`config.mk`:
```
export PLATFORM = sky130hd
export DESIGN_NAME = psle_seq
export DESIGN_NICKNAME = d
export VERILOG_FILES = /design/src/psle_pkg.sv /design/src/psle_seq.sv
export VERILOG_INCLUDE_DIRS = /design/src /design/src/src
export SDC_FILE = /design/constraint.sdc
export NUM_CORES = 1
export LEC_CHECK = 0
export BUFFER_PORTS_ARGS = -buffer_cell sky130_fd_sc_hd__buf_2
export CORE_MARGIN = 5
export CORE_UTILIZATION = 35
export CTS_BUF_LIST = sky130_fd_sc_hd__clkbuf_4 sky130_fd_sc_hd__clkbuf_8 sky130_fd_sc_hd__clkbuf_16
export CTS_CLUSTER_DIAMETER = 120
export DETAILED_ROUTE_END_ITERATION = 10
export PLACE_DENSITY = 0.62
export SYNTH_ARGS = -nofsm -noshare
export SYNTH_HDL_FRONTEND = slang
export SYNTH_SLANG_ARGS = --single-unit
```
`constraint.sdc`:
```
create_clock -name aclk -period 25.3 [get_ports aclk]
set_input_delay 7.59 -clock aclk [delete_from_list [all_inputs] [get_ports aclk]]
set_output_delay 7.59 -clock aclk [all_outputs]
set_load 0.01 [all_outputs]
```
`src/process_state_list_engine_defines.svh`:
```
// Assertion macros used by the process state list engine sequencer (psle_seq).
`ifndef PROCESS_STATE_LIST_ENGINE_DEFINES_SVH
`define PROCESS_STATE_LIST_ENGINE_DEFINES_SVH

`ifndef ASSERT_OFF
`define PSLE_ASSERT(lbl, prop, msg) \
    lbl: assert property (@(posedge aclk) disable iff (!aresetn) prop) else $error(msg);
`define PSLE_ASSERT_NEVER(lbl, cond, msg) \
    `PSLE_ASSERT(lbl, !(cond), msg)
`else
`define PSLE_ASSERT(lbl, prop, msg)
`define PSLE_ASSERT_NEVER(lbl, cond, msg)
`endif

`endif

```
`src/psle_pkg.sv`:
```
// Types and codes of the process state list engine.
`default_nettype none
package psle_pkg;

    localparam int NSTATES = 6;

    typedef enum logic [2:0] {
        PS_UNUSED,
        PS_EMBRYO,
        PS_SLEEPING,
        PS_RUNNABLE,
        PS_RUNNING,
        PS_ZOMBIE
    } pstate_t;

    typedef enum logic [3:0] {
        ACT_ALLOC,
        ACT_START,
        ACT_FREE,
        ACT_SCHED,
        ACT_YIELD,
        ACT_SLEEP,
        ACT_WAKE,
        ACT_EXIT,
        ACT_WAIT,
        ACT_KILL
    } action_t;

    typedef enum logic [2:0] {
        STS_OK,
        STS_EMPTY,
        STS_WRONG_STATE,
        STS_NO_CHILDREN,
        STS_CHILDREN_ALIVE,
        STS_NOT_FOUND,
        STS_CALLER_KILLED
    } status_t;

    typedef enum logic [4:0] {
        S_CLEAR,
        S_IDLE,
        S_DISPATCH,
        S_SCHED,
        S_SCAN,
        S_EX_SCAN,
        S_EX_AFTER,
        S_EX_RD,
        S_EX_MV,
        S_WT_LOOP,
        S_WT_CHK,
        S_WK_LOOP,
        S_WK_CHK,
        S_MV_WALK,
        S_MV_HOP,
        S_MV_CUT,
        S_MV_PUSH,
        S_MV_LINK,
        S_FINISH
    } seq_state_t;

    typedef enum logic [1:0] {
        SCAN_EXIT,
        SCAN_WAIT,
        SCAN_KILL
    } scan_mode_t;

    typedef struct packed {
        logic [31:0] target_pid;
        logic [31:0] chan;
        logic [5:0]  parent_slot;
        logic        has_parent;
        logic [5:0]  slot;
        logic [3:0]  action;
    } req_t;

    typedef struct packed {
        logic [6:0]  woken_count;
        logic [31:0] pid_out;
        logic [5:0]  slot_out;
        status_t     status;
    } res_t;

    typedef struct packed {
        logic rec_re;
        logic rec_we;
        logic lnk_re;
        logic lnk_we;
    } tbl_ctl_t;

endpackage
`default_nettype wire

```
`src/psle_seq.sv`:
```
// Action sequencer: list walks, table scans and list moves over the entry table.
`default_nettype none
`include "process_state_list_engine_defines.svh"
module psle_seq #(
    parameter int ENTRIES = 64,
    parameter int CHAN_BITS = 32,
    parameter int PID_BITS = 32,
    localparam int EW = $clog2(ENTRIES),
    localparam int PW = $clog2(ENTRIES + 1),
    localparam int RW = 4 + CHAN_BITS + PW + PID_BITS
) (
    input  wire logic                aclk,
    input  wire logic                aresetn,
    input  wire logic                cfg_wen,
    input  wire logic [5:0]          cfg_wdata,
    input  wire logic                start,
    input  wire psle_pkg::req_t      req,
    output logic                     ready,
    output logic                     done_valid,
    input  wire logic                done_ready,
    output psle_pkg::res_t           res,
    output psle_pkg::tbl_ctl_t       ctl,
    output logic      [EW-1:0]       rec_raddr,
    output logic      [EW-1:0]       rec_waddr,
    output logic      [RW-1:0]       rec_wdata,
    input  wire logic [RW-1:0]       rec_rdata,
    output logic      [EW-1:0]       lnk_raddr,
    output logic      [EW-1:0]       lnk_waddr,
    output logic      [PW-1:0]       lnk_wdata,
    input  wire logic [PW-1:0]       lnk_rdata
);
    import psle_pkg::*;

    typedef struct packed {
        logic                 killed;
        logic [CHAN_BITS-1:0] chan;
        logic [PW-1:0]        parent;
        logic [PID_BITS-1:0]  pid;
        pstate_t              state;
    } rec_t;

    localparam logic [PW-1:0] NIL = PW'(ENTRIES);
    localparam logic [EW-1:0] LAST = EW'(ENTRIES - 1);

    seq_state_t fsm_reg, fsm_next;
    seq_state_t mv_ret_reg, mv_ret_next;
    seq_state_t wk_ret_reg, wk_ret_next;
    req_t req_reg, req_next;
    logic [5:0] init_reg;
    rec_t srec_reg, srec_next;
    rec_t rec_reg, rec_next;
    res_t res_reg, res_next;
    logic [PID_BITS-1:0] next_pid_reg, next_pid_next;
    logic [PW-1:0] head_reg [NSTATES];
    logic [PW-1:0] head_next [NSTATES];
    logic [PW-1:0] tail_reg [NSTATES];
    logic [PW-1:0] tail_next [NSTATES];
    logic [PW-1:0] cur_reg, cur_next;
    logic [PW-1:0] prev_reg, prev_next;
    logic [PW-1:0] wk_cur_reg, wk_cur_next;
    logic [EW-1:0] mv_e_reg, mv_e_next;
    pstate_t mv_s_reg, mv_s_next;
    pstate_t mv_ns_reg, mv_ns_next;
    logic [CHAN_BITS-1:0] tok_reg, tok_next;
    logic [PW-1:0] scan_idx_reg, scan_idx_next;
    logic chk_vld_reg, chk_vld_next;
    logic [EW-1:0] chk_idx_reg, chk_idx_next;
    scan_mode_t mode_reg, mode_next;
    logic zp_reg, zp_next;
    logic [EW-1:0] clr_idx_reg, clr_idx_next;

    rec_t rd_rec;
    rec_t wr_rec;
    logic slot_ok;
    logic pslot_ok;
    logic adopter;
    logic [PW-1:0] slot_p;
    logic [EW-1:0] slot_e;
    logic [PW-1:0] init_p;
    logic stop;

    assign rd_rec = rec_t'(rec_rdata);
    assign rec_wdata = RW'(wr_rec);
    assign slot_ok = {26'd0, req_reg.slot} < 32'(ENTRIES);
    assign pslot_ok = {26'd0, req_reg.parent_slot} < 32'(ENTRIES);
    assign adopter = {26'd0, init_reg} < 32'(ENTRIES);
    assign slot_p = PW'(req_reg.slot);
    assign slot_e = EW'(req_reg.slot);
    assign init_p = PW'(init_reg);
    assign ready = (fsm_reg == S_IDLE);
    assign done_valid = (fsm_reg == S_FINISH);
    assign res = res_reg;

    always_ff @(posedge aclk) begin
        if (!aresetn) begin
            fsm_reg <= S_CLEAR;
            init_reg <= '0;
            next_pid_reg <= PID_BITS'(1);
            clr_idx_reg <= '0;
            chk_vld_reg <= 1'b0;
            for (int i = 0; i < NSTATES; i++) begin
                head_reg[i] <= NIL;
                tail_reg[i] <= NIL;
            end
            head_reg[PS_UNUSED] <= '0;
            tail_reg[PS_UNUSED] <= PW'(ENTRIES - 1);
        end else begin
            fsm_reg <= fsm_next;
            if (cfg_wen) begin
                init_reg <= cfg_wdata;
            end
            next_pid_reg <= next_pid_next;
            clr_idx_reg <= clr_idx_next;
            chk_vld_reg <= chk_vld_next;
            head_reg <= head_next;
            tail_reg <= tail_next;
        end
    end

    always_ff @(posedge aclk) begin
        mv_ret_reg <= mv_ret_next;
        wk_ret_reg <= wk_ret_next;
        req_reg <= req_next;
        srec_reg <= srec_next;
        rec_reg <= rec_next;
        res_reg <= res_next;
        cur_reg <= cur_next;
        prev_reg <= prev_next;
        wk_cur_reg <= wk_cur_next;
        mv_e_reg <= mv_e_next;
        mv_s_reg <= mv_s_next;
        mv_ns_reg <= mv_ns_next;
        tok_reg <= tok_next;
        scan_idx_reg <= scan_idx_next;
        chk_idx_reg <= chk_idx_next;
        mode_reg <= mode_next;
        zp_reg <= zp_next;
    end

    always_comb begin
        fsm_next = fsm_reg;
        mv_ret_next = mv_ret_reg;
        wk_ret_next = wk_ret_reg;
        req_next = req_reg;
        srec_next = srec_reg;
        rec_next = rec_reg;
        res_next = res_reg;
        next_pid_next = next_pid_reg;
        head_next = head_reg;
        tail_next = tail_reg;
        cur_next = cur_reg;
        prev_next = prev_reg;
        wk_cur_next = wk_cur_reg;
        mv_e_next = mv_e_reg;
        mv_s_next = mv_s_reg;
        mv_ns_next = mv_ns_reg;
        tok_next = tok_reg;
        scan_idx_next = scan_idx_reg;
        chk_vld_next = chk_vld_reg;
        chk_idx_next = chk_idx_reg;
        mode_next = mode_reg;
        zp_next = zp_reg;
        clr_idx_next = clr_idx_reg;
        ctl = '0;
        rec_raddr = '0;
        rec_waddr = '0;
        wr_rec = rec_reg;
        lnk_raddr = '0;
        lnk_waddr = '0;
        lnk_wdata = '0;
        stop = 1'b0;

        case (fsm_reg)
            S_CLEAR: begin
                ctl.rec_we = 1'b1;
                ctl.lnk_we = 1'b1;
                rec_waddr = clr_idx_reg;
                lnk_waddr = clr_idx_reg;
                wr_rec = '0;
                wr_rec.parent = NIL;
                wr_rec.state = PS_UNUSED;
                lnk_wdata = PW'(clr_idx_reg) + PW'(1);
                clr_idx_next = clr_idx_reg + EW'(1);
                if (clr_idx_reg == LAST) begin
                    fsm_next = S_IDLE;
                end
            end
            S_IDLE: begin
                if (start) begin
                    req_next = req;
                    ctl.rec_re = 1'b1;
                    rec_raddr = EW'(req.slot);
                    fsm_next = S_DISPATCH;
                end
            end
            S_DISPATCH: begin
                srec_next = rd_rec;
                res_next = '0;
                res_next.status = STS_OK;
                mv_ret_next = S_FINISH;
                wk_ret_next = S_FINISH;
                prev_next = NIL;
                fsm_next = S_FINISH;
                case (req_reg.action)
                    ACT_ALLOC: begin
                        if (head_reg[PS_UNUSED] == NIL) begin
                            res_next.status = STS_EMPTY;
                        end else begin
                            rec_next = '0;
                            rec_next.parent = NIL;
                            rec_next.pid = next_pid_reg;
                            rec_next.state = PS_EMBRYO;
                            res_next.slot_out = 6'(head_reg[PS_UNUSED]);
                            res_next.pid_out = 32'(next_pid_reg);
                            next_pid_next = next_pid_reg + PID_BITS'(1);
                            mv_e_next = EW'(head_reg[PS_UNUSED]);
                            mv_s_next = PS_UNUSED;
                            mv_ns_next = PS_EMBRYO;
                            cur_next = head_reg[PS_UNUSED];
                            fsm_next = S_MV_WALK;
                        end
                    end
                    ACT_START, ACT_FREE: begin
                        if (!slot_ok || rd_rec.state != PS_EMBRYO) begin
                            res_next.status = STS_WRONG_STATE;
                        end else begin
                            rec_next = rd_rec;
                            mv_e_next = slot_e;
                            mv_s_next = PS_EMBRYO;
                            cur_next = head_reg[PS_EMBRYO];
                            fsm_next = S_MV_WALK;
                            if (req_reg.action == ACT_START) begin
                                rec_next.parent = (req_reg.has_parent && pslot_ok) ?
                                    PW'(req_reg.parent_slot) : NIL;
                                mv_ns_next = PS_RUNNABLE;
                            end else begin
                                rec_next.parent = NIL;
                                rec_next.killed = 1'b0;
                                rec_next.chan = '0;
                                mv_ns_next = PS_UNUSED;
                            end
                        end
                    end
                    ACT_SCHED: begin
                        if (head_reg[PS_RUNNABLE] == NIL) begin
                            res_next.status = STS_EMPTY;
                        end else begin
                            ctl.rec_re = 1'b1;
                            rec_raddr = EW'(head_reg[PS_RUNNABLE]);
                            fsm_next = S_SCHED;
                        end
                    end
                    ACT_YIELD, ACT_SLEEP: begin
                        if (!slot_ok || rd_rec.state != PS_RUNNING) begin
                            res_next.status = STS_WRONG_STATE;
                        end else begin
                            rec_next = rd_rec;
                            mv_e_next = slot_e;
                            mv_s_next = PS_RUNNING;
                            cur_next = head_reg[PS_RUNNING];
                            fsm_next = S_MV_WALK;
                            if (req_reg.action == ACT_SLEEP) begin
                                rec_next.chan = CHAN_BITS'(req_reg.chan);
                                mv_ns_next = PS_SLEEPING;
                            end else begin
                                mv_ns_next = PS_RUNNABLE;
                            end
                        end
                    end
                    ACT_WAKE: begin
                        tok_next = CHAN_BITS'(req_reg.chan);
                        wk_cur_next = head_reg[PS_SLEEPING];
                        fsm_next = S_WK_LOOP;
                    end
                    ACT_EXIT: begin
                        if (!slot_ok || rd_rec.state != PS_RUNNING ||
                            req_reg.slot == init_reg) begin
                            res_next.status = STS_WRONG_STATE;
                        end else if (rd_rec.parent != NIL) begin
                            tok_next = CHAN_BITS'(rd_rec.parent);
                            wk_cur_next = head_reg[PS_SLEEPING];
                            wk_ret_next = S_EX_SCAN;
                            fsm_next = S_WK_LOOP;
                        end else begin
                            fsm_next = S_EX_SCAN;
                        end
                    end
                    ACT_WAIT: begin
                        if (!slot_ok || rd_rec.state != PS_RUNNING) begin
                            res_next.status = STS_WRONG_STATE;
                        end else begin
                            cur_next = head_reg[PS_ZOMBIE];
                            fsm_next = S_WT_LOOP;
                        end
                    end
                    ACT_KILL: begin
                        res_next.status = STS_NOT_FOUND;
                        mode_next = SCAN_KILL;
                        scan_idx_next = '0;
                        chk_vld_next = 1'b0;
                        fsm_next = S_SCAN;
                    end
                    default: begin
                        res_next.status = STS_WRONG_STATE;
                    end
                endcase
            end
            S_SCHED: begin
                rec_next = rd_rec;
                res_next.slot_out = 6'(head_reg[PS_RUNNABLE]);
                res_next.pid_out = 32'(rd_rec.pid);
                mv_e_next = EW'(head_reg[PS_RUNNABLE]);
                mv_s_next = PS_RUNNABLE;
                mv_ns_next = PS_RUNNING;
                cur_next = head_reg[PS_RUNNABLE];
                fsm_next = S_MV_WALK;
            end
            S_EX_SCAN: begin
                mode_next = SCAN_EXIT;
                scan_idx_next = '0;
                chk_vld_next = 1'b0;
                zp_next = 1'b0;
                fsm_next = S_SCAN;
            end
            S_SCAN: begin
                if (chk_vld_reg) begin
                    case (mode_reg)
                        SCAN_EXIT: begin
                            if (rd_rec.parent == slot_p) begin
                                ctl.rec_we = 1'b1;
                                rec_waddr = chk_idx_reg;
                                wr_rec = rd_rec;
                                wr_rec.parent = adopter ? init_p : NIL;
                                if (rd_rec.state == PS_ZOMBIE) begin
                                    zp_next = 1'b1;
                                end
                            end
                        end
                        SCAN_WAIT: begin
                            if (rd_rec.parent == slot_p) begin
                                stop = 1'b1;
                                res_next.status = srec_reg.killed ?
                                    STS_CALLER_KILLED : STS_CHILDREN_ALIVE;
                                fsm_next = S_FINISH;
                            end
                        end
                        SCAN_KILL: begin
                            if (rd_rec.state inside {PS_EMBRYO, PS_SLEEPING,
                                                     PS_RUNNABLE, PS_RUNNING} &&
                                rd_rec.pid == PID_BITS'(req_reg.target_pid)) begin
                                stop = 1'b1;
                                res_next.status = STS_OK;
                                rec_next = rd_rec;
                                rec_next.killed = 1'b1;
                                if (rd_rec.state == PS_SLEEPING) begin
                                    rec_next.chan = '0;
                                    res_next.woken_count = 7'd1;
                                    mv_e_next = chk_idx_reg;
                                    mv_s_next = PS_SLEEPING;
                                    mv_ns_next = PS_RUNNABLE;
                                    cur_next = head_reg[PS_SLEEPING];
                                    prev_next = NIL;
                                    mv_ret_next = S_FINISH;
                                    fsm_next = S_MV_WALK;
                                end else begin
                                    ctl.rec_we = 1'b1;
                                    rec_waddr = chk_idx_reg;
                                    wr_rec = rd_rec;
                                    wr_rec.killed = 1'b1;
                                    fsm_next = S_FINISH;
                                end
                            end
                        end
                        default: begin
                            stop = 1'b1;
                            fsm_next = S_FINISH;
                        end
                    endcase
                end
                if (stop) begin
                    chk_vld_next = 1'b0;
                end else if (scan_idx_reg != NIL) begin
                    ctl.rec_re = 1'b1;
                    rec_raddr = EW'(scan_idx_reg);
                    chk_vld_next = 1'b1;
                    chk_idx_next = EW'(scan_idx_reg);
                    scan_idx_next = scan_idx_reg + PW'(1);
                end else begin
                    chk_vld_next = 1'b0;
                    if (!chk_vld_reg) begin
                        case (mode_reg)
                            SCAN_EXIT: fsm_next = S_EX_AFTER;
                            SCAN_WAIT: begin
                                res_next.status = STS_NO_CHILDREN;
                                fsm_next = S_FINISH;
                            end
                            default: fsm_next = S_FINISH;
                        endcase
                    end
                end
            end
            S_EX_AFTER: begin
                if (zp_reg && adopter) begin
                    tok_next = CHAN_BITS'(init_p);
                    wk_cur_next = head_reg[PS_SLEEPING];
                    prev_next = NIL;
                    wk_ret_next = S_EX_RD;
                    fsm_next = S_WK_LOOP;
                end else begin
                    fsm_next = S_EX_RD;
                end
            end
            S_EX_RD: begin
                ctl.rec_re = 1'b1;
                rec_raddr = slot_e;
                fsm_next = S_EX_MV;
            end
            S_EX_MV: begin
                rec_next = rd_rec;
                mv_e_next = slot_e;
                mv_s_next = PS_RUNNING;
                mv_ns_next = PS_ZOMBIE;
                cur_next = head_reg[PS_RUNNING];
                prev_next = NIL;
                mv_ret_next = S_FINISH;
                fsm_next = S_MV_WALK;
            end
            S_WT_LOOP: begin
                if (cur_reg == NIL) begin
                    mode_next = SCAN_WAIT;
                    scan_idx_next = '0;
                    chk_vld_next = 1'b0;
                    fsm_next = S_SCAN;
                end else begin
                    ctl.rec_re = 1'b1;
                    ctl.lnk_re = 1'b1;
                    rec_raddr = EW'(cur_reg);
                    lnk_raddr = EW'(cur_reg);
                    fsm_next = S_WT_CHK;
                end
            end
            S_WT_CHK: begin
                if (rd_rec.parent == slot_p) begin
                    res_next.slot_out = 6'(cur_reg);
                    res_next.pid_out = 32'(rd_rec.pid);
                    rec_next = '0;
                    rec_next.parent = NIL;
                    rec_next.state = PS_ZOMBIE;
                    mv_e_next = EW'(cur_reg);
                    mv_s_next = PS_ZOMBIE;
                    mv_ns_next = PS_UNUSED;
                    cur_next = head_reg[PS_ZOMBIE];
                    prev_next = NIL;
                    mv_ret_next = S_FINISH;
                    fsm_next = S_MV_WALK;
                end else begin
                    cur_next = lnk_rdata;
                    fsm_next = S_WT_LOOP;
                end
            end
            S_WK_LOOP: begin
                if (wk_cur_reg == NIL) begin
                    fsm_next = wk_ret_reg;
                end else begin
                    ctl.rec_re = 1'b1;
                    ctl.lnk_re = 1'b1;
                    rec_raddr = EW'(wk_cur_reg);
                    lnk_raddr = EW'(wk_cur_reg);
                    fsm_next = S_WK_CHK;
                end
            end
            S_WK_CHK: begin
                wk_cur_next = lnk_rdata;
                if (rd_rec.chan == tok_reg) begin
                    rec_next = rd_rec;
                    rec_next.chan = '0;
                    mv_e_next = EW'(wk_cur_reg);
                    mv_s_next = PS_SLEEPING;
                    mv_ns_next = PS_RUNNABLE;
                    mv_ret_next = S_WK_LOOP;
                    res_next.woken_count = res_reg.woken_count + 7'd1;
                    fsm_next = S_MV_CUT;
                end else begin
                    prev_next = wk_cur_reg;
                    fsm_next = S_WK_LOOP;
                end
            end
            S_MV_WALK: begin
                if (cur_reg == PW'(mv_e_reg)) begin
                    ctl.lnk_re = 1'b1;
                    lnk_raddr = mv_e_reg;
                    fsm_next = S_MV_CUT;
                end else if (cur_reg == NIL) begin
                    fsm_next = S_MV_PUSH;
                end else begin
                    ctl.lnk_re = 1'b1;
                    lnk_raddr = EW'(cur_reg);
                    fsm_next = S_MV_HOP;
                end
            end
            S_MV_HOP: begin
                prev_next = cur_reg;
                cur_next = lnk_rdata;
                fsm_next = S_MV_WALK;
            end
            S_MV_CUT: begin
                if (prev_reg == NIL) begin
                    head_next[mv_s_reg] = lnk_rdata;
                end else begin
                    ctl.lnk_we = 1'b1;
                    lnk_waddr = EW'(prev_reg);
                    lnk_wdata = lnk_rdata;
                end
                if (tail_reg[mv_s_reg] == PW'(mv_e_reg)) begin
                    tail_next[mv_s_reg] = prev_reg;
                end
                fsm_next = S_MV_PUSH;
            end
            S_MV_PUSH: begin
                ctl.lnk_we = 1'b1;
                lnk_waddr = mv_e_reg;
                lnk_wdata = NIL;
                ctl.rec_we = 1'b1;
                rec_waddr = mv_e_reg;
                wr_rec = rec_reg;
                wr_rec.state = mv_ns_reg;
                if (head_reg[mv_ns_reg] == NIL) begin
                    head_next[mv_ns_reg] = PW'(mv_e_reg);
                    tail_next[mv_ns_reg] = PW'(mv_e_reg);
                    fsm_next = mv_ret_reg;
                end else begin
                    fsm_next = S_MV_LINK;
                end
            end
            S_MV_LINK: begin
                ctl.lnk_we = 1'b1;
                lnk_waddr = EW'(tail_reg[mv_ns_reg]);
                lnk_wdata = PW'(mv_e_reg);
                tail_next[mv_ns_reg] = PW'(mv_e_reg);
                fsm_next = mv_ret_reg;
            end
            S_FINISH: begin
                if (done_ready) begin
                    fsm_next = S_IDLE;
                end
            end
            default: begin
                fsm_next = S_IDLE;
            end
        endcase
    end

    `PSLE_ASSERT(a_free_list_ends, (fsm_reg == S_IDLE) |-> ((head_reg[PS_UNUSED] == NIL) == (tail_reg[PS_UNUSED] == NIL)), "free list head and tail disagree")
    `PSLE_ASSERT(a_run_list_ends, (fsm_reg == S_IDLE) |-> ((head_reg[PS_RUNNABLE] == NIL) == (tail_reg[PS_RUNNABLE] == NIL)), "runnable list head and tail disagree")
    `PSLE_ASSERT_NEVER(a_stray_wake, (fsm_reg == S_FINISH) && (res_reg.woken_count != 7'd0) && (req_reg.action != ACT_WAKE) && (req_reg.action != ACT_EXIT) && (req_reg.action != ACT_KILL), "entries woken by an action that wakes none")
    `PSLE_ASSERT(a_empty_result, (fsm_reg == S_FINISH) && (res_reg.status == STS_EMPTY) |-> (res_reg.slot_out == 6'd0) && (res_reg.pid_out == 32'd0), "empty list result carries an entry")

endmodule
`default_nettype wire

```
==> impl_metrics.ini <==
[final_layout]
fillers = 6285
finalNetCount = 2638
final_core_util = 0.418
multi_input_area_um2 = 10600
design_area_um2 = 27000
drive_above_1_share = 0.219
area_growth_pct = 18.0
seqCellArea_um2 = 11400

[place]
placedInstanceArea_um2 = 25300
gp_congestion = 0.947
io_buffers = 333
place.detailed.hpwl_um = 62700

[detailed_routing]
drt_pass1_iterations = 7
vias = 20776
drt_iter0_markers = 2584
ant_nets = 0
drc = 0
wl_um = 88200
vias_per_cell = 6.19
wl_per_cell_um = 26.3

[timing]
hold_violations = 0
rsz0062_at_grt = false
finClkSkew_ns = 0.0311
period_needed_ns = 18.88
tightest_slew_ns = 1.23
finalMaxSlewViolations = 0
period_share = 0.746
max_freq_mhz = 53.0
setup_viol = 0
worst_hold_slack_ns = 0.472
relSlewSlack = 0.172
finalSetupTns_ns = 0

[floorplan]
rows = 93
die_h_um = 266
core_area_um2 = 64600
start_util = 0.354
dieArea_um2 = 70600
die_w_um = 266
io_pins = 334

[setup_path]
criticalPathCategory = input port to output port
cp_slowest_cell = o21a_2
cp_cell_sequence = buf_2, xnor2_1, nand4_1, nor4_1, nand4_1, nor2_1, o21a_2, a22o_1, buf_2
cpLargestDelayFamily = simple AND/OR/NAND/NOR gates
cp_num_buf_inv = 2
worstPathRequired_ns = 17.71
worstSetupEndpointType = output port
slowest_delay_ns = 0.94
critPathLaunchType = input port
cp_data_arrival_time_ns = 11.29
path_max_fanout = 51

[outcome]
status = complete, no violations

[yosys]
synth_cell_type_count = 95
yosys.area.top_type = edfxtp_1
ys_top_cells_by_count = 291 x edfxtp_1, 187 x nor2_1, 166 x a22o_1, 163 x nand2_1, 135 x clkbuf_1
seq_area_frac_synth = 0.499
synth-edff-count = 291
yosysWarnings = 0
synth_area_um2 = 22900
synth_area_leaders = edfxtp_1 38%, dfxtp_1 12%, a22o_1 6.4%
netlist.area_leader.share = 0.382
synthesis.nets = 2390
syn_inst = 2207
synth_ff_type = edfxtp_1
syn_avg_cell_area_um2 = 10.4
yosys_register_bits = 425
async_reset_ff_frac = 0
synth.most_common_cell = edfxtp_1

[clock_network]
htree_levels = 2
cts_buffer_depth = 3
cts_tree = built
cts_resized = 0
cts_buffers = 50
ctsRootBufferMaster = clkbuf_16
clkTransAtPathRegs_ns = 0.06
hold_buffers = 0
clk_latency_ns = 0.62
cts.sinks = 425
post_cts_buffers = 0

[global_routing]
grt_pass1_wl_um = 130000
use_met1 = 0.314
grt_pass1_vias = 20107
met3_usage = 0.0466
grt_max_degree = 81
grt_overflow = 0
top_usage_layer = met2
grt_usage = 0.236
grtUsageMet2 = 0.383
antenna_found_initial = 6

[power_and_ir_drop]
ir_worst_vdd_v = 0.0000458
switching_share = 0.220
power_frac_comb = 0.031
power_switching_mw = 0.340
pwr-share-seq = 0.479
internal_power_mw = 1.20
p_per_area_nw_per_um2 = 57.0
cellLeakagePower_nw = 9.77
pwr-share-clk = 0.489

[hold_path]
hold_class = flip-flop to flip-flop

[flow_run]
cap_violations = 0
-- worst register-to-register path: stages, from the launching register on --
cell and delay [ns]:
dfxtp_1 0.82, nor2_2 0.25, nand3_1 0.68, inv_1 0.33, a221oi_1 0.38, o211ai_1 0.21, nor3_2 0.39, buf_4 0.86
-- logic make-up after synthesis --
kind of cell,share of synthesized area
buffers and inverters,0.0405
AND/OR/NAND/NOR,0.152
multiplexers,0.0250
XOR/XNOR,0.0505
flip-flops,0.499
AO/OA/AOI/OAI,0.228
adder cells (fa/ha/maj),0.00492
-- layout make-up --
class	count	share of cell area
sequential	425	0.423
inverter	41	0.00574
timing repair buffer	379	0.0745
clock buffer	73	0.0569
tap	855	0.0396
multi-input combinational	1558	0.392
antenna	4	0.000371
clock inverter	21	0.00751
-- routing by layer --
metal / part of all wire / vias up / wire length, µm
met5: 0.00015 / - / 13
met4: 0.044 / 2 / 3850
met3: 0.094 / 262 / 8330
met2: 0.46 / 1260 / 40700
met1: 0.40 / 10214 / 35300
li1: - / 9038 / -
-- power by group through the flow --
stage	registers, mW	logic (mW)	clock network [mW]
2_1_floorplan	0.753	0.0184	0
3_3_place_gp	0.753	0.0471	0
3_5_place_dp	0.753	0.0478	0
4_1_cts	0.738	0.0480	0.766
5_1_grt	0.738	0.0517	0.793
6_report	0.738	0.0484	0.754
-- final timing paths --
kind	from	to	slack [ns]	cells past startpoint
hold reg to reg	tail_reg[6]	tail_reg[6]	0.47	2
setup / recovery	rec_rdata[32]	rec_wdata[8]	6.42	9
setup reg to reg	fsm_reg[3]	rec_reg[13]	20.87	7
hold / removal	tail_reg[6]	tail_reg[6]	0.47	2
-- through the flow --
step                      total power [mW]  instances  setup WS, ns
after detailed placement             0.801       3258          6.47
after CTS                             1.55       3352          6.45
after global routing                  1.58       3356          6.06
final                                 1.54       3356          6.42
after global placement               0.800       3258          6.67
after floorplan                      0.771       2207          7.03
-- placed cells by master, fill, tap and decap left out, types with 27 or more instances in the layout --
cell type / synthesis / final
mux2i_1: 37 / 37
buf_2: 25 / 333
buf_4: 4 / 46
o211ai_1: 27 / 27
a31oi_1: 42 / 41
a211oi_1: 46 / 46
nand4_1: 41 / 41
dfxtp_1: 134 / 134
a22o_1: 166 / 166
nor3_1: 35 / 34
xnor2_1: 90 / 90
nand2_1: 163 / 163
edfxtp_1: 291 / 291
nand3_1: 84 / 84
a21oi_1: 64 / 64
and3_1: 41 / 41
o21ai_0: 70 / 70
inv_1: 37 / 36
xor2_1: 42 / 42
clkbuf_16: 0 / 55
a22oi_1: 94 / 94
nor2_1: 187 / 185
Power figures use the tool's default switching activity.
